File: src/sv/dspf_pkg.sv
// ----------------------------------------------------------------------------
// dspf_pkg
// Shared types and constants of the dirty-page flush block: item and result
// payloads, command codes, panel addressing bytes and the sequencer states.
// ----------------------------------------------------------------------------
package dspf_pkg;

	// One input item
	typedef struct packed {
		logic [2:0] command;
		logic [2:0] page;
		logic [6:0] column;
		logic [7:0] value;
	} dspf_item_t;

	// One result item
	typedef struct packed {
		logic        kind;
		logic [63:0] payload;
		logic [3:0]  byte_count;
		logic [2:0]  sent_page;
		logic        last;
	} dspf_result_t;

	// Command codes
	localparam logic [2:0] CMD_WRITE = 3'd0;
	localparam logic [2:0] CMD_OR    = 3'd1;
	localparam logic [2:0] CMD_CLEAR = 3'd2;
	localparam logic [2:0] CMD_FLUSH = 3'd3;
	localparam logic [2:0] CMD_INVAL = 3'd4;

	// Result kinds
	localparam logic KIND_ADDR = 1'b0;
	localparam logic KIND_DATA = 1'b1;

	// Panel addressing bytes and shadow fill value
	localparam logic [7:0] PAGE_ADDR_BASE = 8'hB0;
	localparam logic [7:0] COL_LOW_CMD    = 8'h00;
	localparam logic [7:0] COL_HIGH_CMD   = 8'h10;
	localparam logic [7:0] SHADOW_FILL    = 8'hFF;
	localparam logic [3:0] ADDR_CMD_BYTES = 4'd3;

	// Sequencer states
	typedef enum logic [2:0] {
		ST_IDLE,
		ST_RMW_RD,
		ST_RMW_WR,
		ST_SWEEP,
		ST_SCAN,
		ST_CMD,
		ST_EMIT
	} dspf_state_t;

	// Sequencer to chunk packer
	typedef struct packed {
		logic       load_cmd;
		logic [3:0] cmd_page;
		logic       cap;
		logic [2:0] lane;
		logic [7:0] data;
		logic       close;
		logic       last;
	} dspf_pack_t;

	// Chunk packer status back to the sequencer
	typedef struct packed {
		logic out_free;
		logic moved;
		logic moved_last;
	} dspf_pack_stat_t;

endpackage

File: src/sv/dspf_pack.sv
// ----------------------------------------------------------------------------
// dspf_pack
// Packs frame bytes into 8-byte data chunks and holds the result output
// register. Loads either an addressing result or a finished chunk.
// ----------------------------------------------------------------------------
module dspf_pack import dspf_pkg::*; (
	input  logic            clk,
	input  logic            arst_n,
	input  dspf_pack_t      ctl,
	output dspf_pack_stat_t stat,
	output logic            result_valid,
	input  logic            result_stall,
	output dspf_result_t    result
);

	logic [63:0]  chunk_q;
	logic [3:0]   count_q;
	logic         last_q;
	logic [3:0]   page_q;
	logic         rdy_q;
	logic         out_valid_q;
	dspf_result_t out_q;

	logic out_free;
	logic moved;

	assign out_free = !out_valid_q || !result_stall;
	assign moved    = rdy_q && out_free;

	assign stat.out_free   = out_free;
	assign stat.moved      = moved;
	assign stat.moved_last = moved && last_q;

	// chunk assembly; lanes not written stay zero
	always_ff @(posedge clk or negedge arst_n) begin
		if (!arst_n) begin
			chunk_q <= '0;
			count_q <= '0;
			last_q  <= 1'b0;
			page_q  <= '0;
			rdy_q   <= 1'b0;
		end else begin
			if (moved) begin
				chunk_q <= '0;
				rdy_q   <= 1'b0;
			end else if (ctl.cap) begin
				chunk_q[{ctl.lane, 3'b000} +: 8] <= ctl.data;
				if (ctl.close) begin
					rdy_q   <= 1'b1;
					count_q <= {1'b0, ctl.lane} + 4'd1;
					last_q  <= ctl.last;
					page_q  <= ctl.cmd_page;
				end
			end
		end
	end

	// output register
	always_ff @(posedge clk or negedge arst_n) begin
		if (!arst_n) begin
			out_valid_q <= 1'b0;
			out_q       <= '0;
		end else begin
			if (ctl.load_cmd && out_free) begin
				out_valid_q      <= 1'b1;
				out_q.kind       <= KIND_ADDR;
				out_q.payload    <= {40'd0, COL_HIGH_CMD, COL_LOW_CMD,
					PAGE_ADDR_BASE | {4'd0, ctl.cmd_page}};
				out_q.byte_count <= ADDR_CMD_BYTES;
				out_q.sent_page  <= ctl.cmd_page[2:0];
				out_q.last       <= 1'b0;
			end else if (moved) begin
				out_valid_q      <= 1'b1;
				out_q.kind       <= KIND_DATA;
				out_q.payload    <= chunk_q;
				out_q.byte_count <= count_q;
				out_q.sent_page  <= page_q[2:0];
				out_q.last       <= last_q;
			end else if (out_valid_q && !result_stall) begin
				out_valid_q <= 1'b0;
			end
		end
	end

	assign result_valid = out_valid_q;
	assign result       = out_q;

endmodule

File: config.mk
export PLATFORM = sky130hd
export DESIGN_NAME = dspf_pack
export DESIGN_NICKNAME = d
export VERILOG_FILES = /design/src/sv/dspf_pkg.sv /design/src/sv/dspf_pack.sv
export SDC_FILE = /design/constraint.sdc
export NUM_CORES = 1
export LEC_CHECK = 0
export BUFFER_PORTS_ARGS = -buffer_cell sky130_fd_sc_hd__buf_2
export CAP_MARGIN = 30
export CELL_PAD_IN_SITES_DETAIL_PLACEMENT = 1
export CELL_PAD_IN_SITES_GLOBAL_PLACEMENT = 2
export CORE_AREA = 2 2 121 123
export CTS_BUF_LIST = sky130_fd_sc_hd__clkbuf_4 sky130_fd_sc_hd__clkbuf_8
export DETAILED_ROUTE_END_ITERATION = 10
export DIE_AREA = 0 0 123 125
export PLACE_DENSITY_LB_ADDON = 0.1
export SLEW_MARGIN = 20
export SYNTH_ARGS = -nofsm -noshare
export SYNTH_HDL_FRONTEND = slang
export SYNTH_SLANG_ARGS = --single-unit
File: constraint.sdc
create_clock -name clk -period 2.59 [get_ports clk]
set_clock_uncertainty 0.15 [all_clocks]
set_input_delay 0 -clock clk [delete_from_list [all_inputs] [get_ports clk]]
set_output_delay 0 -clock clk [all_outputs]
set_load 0.02 [all_outputs]
==> out/qor.yml, run 1 <==
timing:
  totalNegativeSetupSlack_ns: 0
  hold_slack_ns: 0.0106
  max_clock_freq_mhz: 426
  finalHoldViolations: 0
  grt_setup_unrepaired: "no"
  fin_crit_ns: 2.35
  min_period_over_period_pct: 90.7
  final-setup-viol-count: 0
  max-slew-margin-rel_pct: 60.5
  final-max-slew-violation-count: 0
  worstMarginPinSlew_ns: 0.590
final_layout:
  final_cell_count_no_fill: 766
  post_route_cells_drive_above_1_share_pct: 25.3
  antennaDiodeCount: 0
  nFillCells: 1509
  area_growth_syn_to_layout_pct: 23.3
  finalCoreUtilization_pct: 50.6
  final_net_count: 597
clocking:
  numClockSinks: 147
  clk_root_buffer_cell: "clkbuf_8"
  post-cts-setup-buffers: 0
  insertion_delay_to_the_later_sink_of_the_worst_skew_pair_ns: 0.46
  cts_htree_levels: 4
  cts_tree: "built"
  cts.clk_slew.worst_paths_ns: 0.07
  num_cts_buffers: 17
  max-clock-path-buffers: 2
detailed_routing:
  drtIter0Drc: 208
  drcViolationCount: 0
  met2_length_um: 7150
  vias_per_cell: 5.30
  routed_wire_length_per_instance_um: 19.2
  drtPass1Iterations: 4
  detail_route.wirelength.met1_um: 6790
  vias: 4063
  dr.max_layer_used: "met4"
  detail-route-antenna-nets: 0
  met3WireLength_um: 514
  total_detailed_routing_wirelength_um: 14700
grt:
  grt_pass1_vias: 4280
  grt-ovfl-total: 0
  grt_max_degree: 64
  grt_util_all_layers_pct: 21.0
  antenna_found_initial: 0
  grt_pass1_wl_um: 24200
yosys:
  synth.distinct_cells: 36
  syn-mean-instance-area_sq_um: 13.0
  synth_area_sq_mm: 0.00583
  synth_nets: 474
  synth.area.top_cells: "dfrtp_1, mux2i_1, a22o_1"
  netlist_instances: 448
  sequential_to_total_area_share_from_yosys_stat_pct: 63.1
  synth_largest_type_area_fraction_pct: 63.1
  synthesis.yosys.warnings: 0
  synth_area_leader_cell: "dfrtp_1"
  number_of_synthesized_register_bits: 147
job:
  max-cap-violations: 0
power_and_ir_drop:
  power_frac_seq_pct: 51.3
  total_leakage_power_nw: 3.89
  p_sw_w: 0.00144
  clkPwrFrac_pct: 33.2
  p_sw_share_pct: 27.7
  internal_power_w: 0.00375
  power.share.combinational_pct: 15.5
  p_per_area_mw_per_mm2: 721
  ir_worst_vdd_mv: 0.303
worst_setup_path:
  critPathMostFrequentCell: "ha_1"
  critPathMaxStageDelay_ns: 0.70
  path_max_fanout: 8
  timing.setup.critical_path_class: "in2reg"
  worst_ep_arrival_ns: 2.50
  kind_of_start_point_of_the_critical_path: "input pin"
  crit_path_cell_trace: "dlygate4sd3_1 -> buf_2 -> inv_1 -> ha_1 -> ha_1 -> and2b_1 -> or4b_1 -> mux2i_1"
  end_kind: "register"
  worst_setup_path_startpoint: "ctl[10]"
  cp_data_required_time_ns: 2.75
  crit-reg2reg-launch: "result_valid"
  critical_path.slowest_cell: "or4b_1"
floorplanning:
  floorplan.rows: 44
  die_w_um: 123
  die_height_um: 125
  start_util_pct: 41.0
  pin_count: 99
  die-area_sq_mm: 0.0154
  core-area_sq_mm: 0.0142
placement:
  place_hpwl_um: 9450
  placedCellCount: 712
  place.gp.congestion: 0.762
  place.port_buffers: 98
worst_hold_path:
  min-delay-path-class: "in2reg"
  worst_hold_path_startpoint: "ctl[5]"
outcome:
  result_of_the_run: "finished clean"
worst max-delay path: cells and delay by family:
family,cells,cell delay [ns]
and+or+nand+nor,2,0.97
buffers and inverters,3,0.78
adders and majority gates,2,0.54
muxes,1,0.21
cell usage in the layout (no fill, tap or decap), types with 2 or more instances in the layout:
master         instances
buf_4                  8
buf_12                 3
nand3_1                3
a21oi_1                2
buf_2                 97
nor3b_1                2
nand3b_1               4
ha_1                   4
a22o_1                58
dlygate4sd3_1         23
clkbuf_8              22
inv_1                  3
clkbuf_4               4
clkinv_2               2
o22a_1                12
o21ai_0                3
nand2_1               78
nor2_1                 5
o221a_1                6
o21ai_1                3
mux2_1                 5
inv_2                  2
dfrtp_1              147
mux2i_1               64
power by group through the flow:
stage	sequential, W	clock, W	combinational, W
6_report	0.00266	0.00172	0.000805
5_1_grt	0.00268	0.00188	0.000889
3_5_place_dp	0.00270	0	0.000771
4_1_cts	0.00266	0.00178	0.000818
2_1_floorplan	0.00276	0	0.000383
3_3_place_gp	0.00269	0	0.000748
cell usage after synthesis, drive strengths merged:
master and instances:
a211oi 1, a21bo 1, a21oi 2, a221o 1, a22o 58, and2 1
and2b 1, and3 1, and3b 1, buf 23, clkbuf 6, dfrtp 147
ha 4, inv 5, mux2 5, mux2i 64, nand2 78, nand2b 1
nand3 4, nand3b 4, nand4 1, nor2 6, nor3 1, nor3b 2
o21ai 7, o221a 6, o22a 12, o22ai 1, o41ai 1, or4 1
or4b 1, xnor2 1
layout make-up:
cell class	count	area, sq um	share of cell area, %
Clock buffer	26	333	4.63
Clock inverter	4	47.5	0.662
Inverter	5	18.8	0.261
Multi-Input combinational cell	267	2000	27.9
Sequential cell	147	3680	51.2
Tap cell	184	230	3.20
Timing Repair Buffer	133	875	12.2
sequential cells by signal (all words and copies together), names as in the netlist:
name / flops
chunk_q: 64
count_q: 4
result_valid: 1
last_q: 1
result: 73
page_q: 3
rdy_q: 1
worst paths after layout:
path                       slack (ns)          end  depth (start not counted)
hold reg to reg                  0.34   result[37]                          1
min in group asynchronous        0.53   result[45]                          4
hold / removal                   0.01  chunk_q[43]                          3
setup / recovery                 0.24  chunk_q[53]                          8
max in group asynchronous        1.33   result[23]                          4
setup reg to reg                 0.29   result[11]                          5
cell families (layout without fill, tap and decap cells):
kind of cell / count (synthesis) / count (layout) / synth area share [%]
buffers and inverters: 34 / 168 / 2.92
adders and majority gates: 4 / 4 / 0.859
AOI/OAI and AO/OA: 90 / 90 / 13.2
and+or+nand+nor: 103 / 103 / 7.81
xor gates and xnor gates: 1 / 1 / 0.150
muxes: 69 / 69 / 12.0
DFF: 147 / 147 / 63.1
repair_timing:
action / 4_1_cts / 5_1_grt
endpoints found under the setup margin: 0 / 1
hold buffers: 23 / 1
hold endpoints to repair: 207 / 5
resized for setup: 0 / 1
metrics by stage:
stage / power (W) / instance area (sq um) / worst slack (ns)
final: 0.00518 / 7190 / 0.241
after global routing: 0.00545 / 7190 / 0.150
after CTS: 0.00525 / 7170 / 0.132
after detailed placement: 0.00347 / 6540 / 0.301
after global placement: 0.00344 / 6540 / 0.405
after floorplan: 0.00314 / 5830 / 0.817
routing by layer:
layer,global-route usage [%],vias to the layer above
li1,-,1851
met1,29.3,2113
met2,32.6,83
met3,4.29,16
met4,7.42,0
met5,0,-
Power figures use the tool's default switching activity.
==> run 2: changes to the inputs <==
- CELL_PAD_IN_SITES_DETAIL_PLACEMENT: 1 -> default
- CELL_PAD_IN_SITES_GLOBAL_PLACEMENT: 2 -> default
- CORE_AREA: 2 2 121 123 -> 2 2 101 103
- DIE_AREA: 0 0 123 125 -> 0 0 103 105
- PLACE_DENSITY: default -> 0.85
- PLACE_DENSITY_LB_ADDON: 0.1 -> default
==> run 2 against run 1 <==
  * Clock power is 3% lower
  * Maximum frequency is 3.8% lower
  * Global-route usage is 6.4 points higher
  * Utilization is 23 points higher
  * Count of clock-buffer cells in the layout is 9 lower
  * Highest routed layer unchanged
  * Non-clock buffer count is 2 higher
  * Largest cell class unchanged
  * Flip-flop and latch count stayed put
  * Register-to-register slack worse by 0.14 ns
  * Sequential share of layout area is 0.41 points higher
  * Wire length is 5.8% lower
==> out/qor.yml, run 2 (synthesis results as in run 1) <==
outcome:
  result_of_the_run: "finished clean"
final_layout:
  multi_input_area_sq_mm: 0.00200
  largest_register_ffs: 73
  highest_count_cells_in_the_layout_ignoring_fill_and_taps: "dfrtp_1, buf_2, nand2_1"
  post-route-cell-area_sq_mm: 0.00713
  final_net_count: 599
  antennaDiodeCount: 0
  layout.cells.most_common: "dfrtp_1"
  seqCellArea_sq_mm: 0.00368
  area_growth_syn_to_layout_pct: 22.3
  post_route_cells_drive_above_1_share_pct: 25.1
  final_cell_count_no_fill: 719
  nFillCells: 664
clocking:
  insertion_delay_to_the_later_sink_of_the_worst_skew_pair_ns: 0.45
  cts_tree: "built"
  numClockSinks: 147
  post-cts-setup-buffers: 0
  num_cts_buffers: 17
  clk_root_buffer_cell: "clkbuf_8"
  max-clock-path-buffers: 2
  cts_htree_levels: 4
  cts.clk_slew.worst_paths_ns: 0.08
floorplanning:
  start_util_pct: 60.5
  core-area_sq_mm: 0.00964
  die_height_um: 105
  die_w_um: 103
  floorplan.rows: 36
  pin_count: 99
  die-area_sq_mm: 0.0108
grt:
  grt_pass1_wl_um: 22400
  grt-ovfl-total: 0
  grt_util_all_layers_pct: 27.3
  antenna_found_initial: 0
  grt_max_degree: 82
  grt_pass1_vias: 4206
timing:
  final-setup-viol-count: 0
  max_clock_freq_mhz: 410
  finalHoldViolations: 0
  final-max-slew-violation-count: 0
  min_period_over_period_pct: 94.3
  max-slew-margin-rel_pct: 48.1
  grt_setup_unrepaired: "no"
  totalNegativeSetupSlack_ns: 0
  fin_crit_ns: 2.44
  worstMarginPinSlew_ns: 0.776
worst_setup_path:
  timing.setup.critical_path_class: "reg2reg"
  worst_r2r_path_depth: 5
  critPathMaxStageDelay_ns: 0.59
  crit_path_cell_trace: "a21bo_2 -> buf_12 -> nand3_2 -> o41ai_1 -> dlygate4sd3_1"
  path_max_fanout: 81
  worst_ep_arrival_ns: 2.68
  end_kind: "register"
  critical_path.slowest_cell: "dlygate4sd3_1"
  cp_data_required_time_ns: 2.83
  kind_of_start_point_of_the_critical_path: "register"
placement:
  place.port_buffers: 98
  placedCellCount: 659
  total_placed_instance_area_sq_mm: 0.00647
  place.gp.congestion: 0.793
  place_hpwl_um: 8500
detailed_routing:
  met3WireLength_um: 743
  routed_wire_length_per_instance_um: 19.2
  vias_per_cell: 5.86
  detail-route-antenna-nets: 0
  drtPass1Iterations: 6
  vias: 4214
  met2_length_um: 6720
  total_detailed_routing_wirelength_um: 13800
  dr.max_layer_used: "met4"
  detail_route.wirelength.met1_um: 5900
  drtIter0Drc: 332
  drcViolationCount: 0
worst_hold_path:
  instance_count_along_the_most_critical_hold_path: 3
  min-delay-path-class: "in2reg"
power_and_ir_drop:
  clkPwrFrac_pct: 32.4
  power_frac_seq_pct: 51.8
  p_per_area_mw_per_mm2: 719
  ir_worst_vdd_mv: 0.425
  p_sw_share_pct: 30.0
  total_leakage_power_nw: 3.87
  power.share.combinational_pct: 15.8
  p_sw_w: 0.00154
  internal_power_w: 0.00359
job:
  max-cap-violations: 0
## run 2: per-layer routing
| metal | track usage (%) | vias up |
|---|---|---|
| met5 | 0 | - |
| met4 | 9.96 | 0 |
| met3 | 6.35 | 38 |
| met2 | 41.1 | 178 |
| met1 | 39.1 | 2127 |
| li1 | - | 1871 |
## run 2: power groups by stage
stage | clock network, W | registers (W) | logic [W]
after floorplan | 0 | 0.00276 | 0.000383
after global placement | 0 | 0.00268 | 0.000723
after detailed placement | 0 | 0.00269 | 0.000758
after CTS | 0.00169 | 0.00265 | 0.000799
after global routing | 0.00178 | 0.00268 | 0.000879
final | 0.00166 | 0.00266 | 0.000809
## run 2: repair_timing
| item | 4_1_cts | 5_1_grt |
|---|---|---|
| endpoints found under the setup margin | 0 | 3 |
| hold endpoints to repair | 225 | 5 |
| hold buffers | 26 | 1 |
| gates resized for setup | 0 | 1 |
## run 2: cell type report
cell class / count / area share [%]
Clock buffer: 17 / 3.28
Tap cell: 133 / 2.33
Multi-Input combinational cell: 267 / 28.1
Inverter: 5 / 0.263
Clock inverter: 15 / 1.91
Sequential cell: 147 / 51.6
Timing Repair Buffer: 135 / 12.5
## run 2: final timing paths
kind                       slack, ns     endpoint   startpoint
max                             0.15   count_q[3]        rdy_q
min                             0.15       last_q       ctl[0]
max reg2reg                     0.15   count_q[3]        rdy_q
min reg2reg                     0.34   result[19]  chunk_q[11]
max in group asynchronous       0.62   result[49]       arst_n
min in group asynchronous       0.45  chunk_q[39]       arst_n
## run 2: stage by stage
step / hold slack, ns / power (W) / setup slack, ns / util, %
finish: 0.151 / 0.00512 / 0.149 / 73.9
global route: 0.150 / 0.00533 / 0.0292 / 73.9
CTS: 0.0723 / 0.00513 / 0.0678 / 73.7
detailed placement: -0.0906 / 0.00345 / 0.378 / 67.1
global placement: -0.0976 / 0.00340 / 0.417 / 66.8
floorplan: -0.446 / 0.00314 / 0.817 / -
## run 2: worst max-delay path, delay by kind of cell (launching register included)
family,cells,cell delay [ns]
and+or+nand+nor,1,0.29
DFF,1,0.41
buffers and inverters,2,0.93
AOI/OAI and AO/OA,2,0.59
==> run 3: changes to the inputs <==
- CORE_AREA: 2 2 101 103 -> 2 2 109 111
- DIE_AREA: 0 0 103 105 -> 0 0 111 113
- PLACE_DENSITY: 0.85 -> 0.77
- SLEW_MARGIN: 20 -> default
- clock period: 2.59 -> 2.16 ns (I/O delays scaled with it)
==> run 3 against run 2 <==
  * Via count is 1.2% lower
  * Count of clock-buffer cells in the layout is 1 higher
  * Register-to-register slack better by 0.04 ns
  * Die area is 16% higher
  * Combinational power is 17% higher
  * Cell area is 0.46% higher
  * Setup slack better by 0.035 ns
  * Flip-flop and latch count stayed put
==> out/qor.yml, run 3 (synthesis results as in run 1) <==
outcome:
  result_of_the_run: "finished clean"
detailed_routing:
  detail-route-antenna-nets: 0
  drcViolationCount: 0
  routed_wire_length_per_instance_um: 18.3
  vias_per_cell: 5.68
  total_detailed_routing_wirelength_um: 13400
  drtPass1Iterations: 5
  vias: 4162
  drtIter0Drc: 273
clocking:
  clk_root_buffer_cell: "clkbuf_8"
  cts.clk_slew.worst_paths_ns: 0.08
  max-clock-path-buffers: 2
  cts_htree_levels: 4
  cts_tree: "built"
  numClockSinks: 147
  insertion_delay_to_the_later_sink_of_the_worst_skew_pair_ns: 0.44
  post-cts-setup-buffers: 0
  num_cts_buffers: 17
final_layout:
  post-route-cell-area_sq_mm: 0.00716
  layout.cells.most_common: "dfrtp_1"
  area_growth_syn_to_layout_pct: 22.9
  final_net_count: 603
  largest_register_ffs: 73
  post_route_cells_drive_above_1_share_pct: 25.9
  highest_count_cells_in_the_layout_ignoring_fill_and_taps: "dfrtp_1, buf_2, nand2_1"
  antennaDiodeCount: 0
power_and_ir_drop:
  p_sw_w: 0.00183
  clkPwrFrac_pct: 34.0
  power_frac_seq_pct: 50.9
  p_per_area_mw_per_mm2: 875
  total_leakage_power_nw: 3.90
  p_sw_share_pct: 29.2
  internal_power_w: 0.00444
  power_w: 0.00626
  ir_worst_vdd_mv: 0.474
  power.share.combinational_pct: 15.1
worst_setup_path:
  timing.setup.critical_path_class: "in2reg"
  crit_path_cell_trace: "dlygate4sd3_1 -> buf_2 -> inv_1 -> ha_1 -> nand3b_1 -> or4_1 -> mux2i_1"
  critical_path_buf_inv_count: 3
  worst_ep_arrival_ns: 2.13
  path_delay_family: "simple AND/OR/NAND/NOR gates"
  kind_of_start_point_of_the_critical_path: "input pin"
  cp_data_required_time_ns: 2.31
  critical_path.slowest_cell: "or4_1"
  crit-reg2reg-launch: "rdy_q"
  end_kind: "register"
  critPathMaxStageDelay_ns: 0.69
  worst_setup_path_startpoint: "ctl[12]"
  path_max_fanout: 8
grt:
  grt_pass1_vias: 4219
  grt_util_all_layers_pct: 22.6
  antenna_found_initial: 0
  grt_max_degree: 59
  grt_pass1_wl_um: 22400
  grt-ovfl-total: 0
timing:
  max-slew-margin-rel_pct: 37.4
  worstMarginPinSlew_ns: 0.936
  final-setup-viol-count: 0
  hold_slack_ns: 0.0274
  final-max-slew-violation-count: 0
  finalHoldViolations: 0
  setup_ws_ns: 0.184
  min_period_over_period_pct: 91.5
  totalNegativeSetupSlack_ns: 0
  grt_setup_unrepaired: "no"
  fin_crit_ns: 1.98
  max_clock_freq_mhz: 506
floorplanning:
  floorplan.rows: 39
  core-area_sq_mm: 0.0113
  die_height_um: 113
  start_util_pct: 51.7
  pin_count: 99
  die-area_sq_mm: 0.0125
  die_w_um: 111
placement:
  place_hpwl_um: 8830
  place.port_buffers: 98
  total_placed_instance_area_sq_mm: 0.00650
  place.gp.congestion: 0.804
  worst_slack_at_placement_ns: 0.00549
job:
  max-cap-violations: 0
worst_hold_path:
  worst_hold_path_startpoint: "ctl[7]"
  min-delay-path-class: "in2reg"
==> run 3: changes by cell type in the layout (fill, tap and decap cells not counted), sizes merged <==
cell	previous run	this run
clkinvlp	4	3
dlygate4sd3	27	26
clkinv	8	5
inv	7	9
buf	108	113
clkbuf	17	18
bufinv	1	2
==> run 3: worst reg2reg max path, cell delays in order (launching register included) <==
cell	delay, ns
dfrtp_1	0.46
a21bo_2	0.30
nand3_2	0.23
o21ai_1	0.22
dlygate4sd3_1	0.56
==> run 3: per-stage QoR <==
step | std cells | util, %
6_report | 733 | 63.5
5_1_grt | 733 | 63.5
4_1_cts | 732 | 63.4
3_5_place_dp | 675 | 57.6
3_3_place_gp | 675 | 57.6
2_1_floorplan | 448 | -
==> run 3: repair_timing <==
action / in CTS / in global routing
gates resized for setup: 0 / 2
endpoints found under the setup margin: 0 / 4
hold endpoints to repair: 212 / 2
hold buffers: 25 / 1
==> run 3: worst paths after layout <==
path,to,slack (ns),depth (start not counted)
hold reg to reg,result[54],0.34,1
setup reg to reg,count_q[2],0.19,4
hold / removal,chunk_q[29],0.03,3
min in group asynchronous,chunk_q[21],0.51,3
max in group asynchronous,chunk_q[47],0.62,4
setup / recovery,chunk_q[35],0.18,7
==> run 3: per-layer routing <==
| metal | track usage (%) | routed length, um | share of wire, % |
|---|---|---|---|
| met1 | 30.9 | 5910 | 44 |
| met2 | 35.5 | 6550 | 49 |
| met3 | 5.30 | 674 | 5.0 |
| met4 | 8.58 | 260 | 1.9 |
| met5 | 0 | 0 | 0 |
==> run 3: layout make-up <==
type                       count  area, sq um
clock buffer                  18          241
timing repair buffer         139          882
fill                         847         4110
inverter                       5         18.8
sequential                   147         3680
clock inverter                14          154
tap                          143          179
multi-input combinational    267         2010
==> run 3: power by group through the flow <==
stage                     Combinational [W]  Sequential [W]  Clock [W]
after floorplan                    0.000459         0.00331          0
after global placement             0.000870         0.00322          0
after detailed placement           0.000897         0.00324          0
after CTS                          0.000947         0.00319    0.00216
after global routing                0.00104         0.00322    0.00229
final                              0.000946         0.00319    0.00213
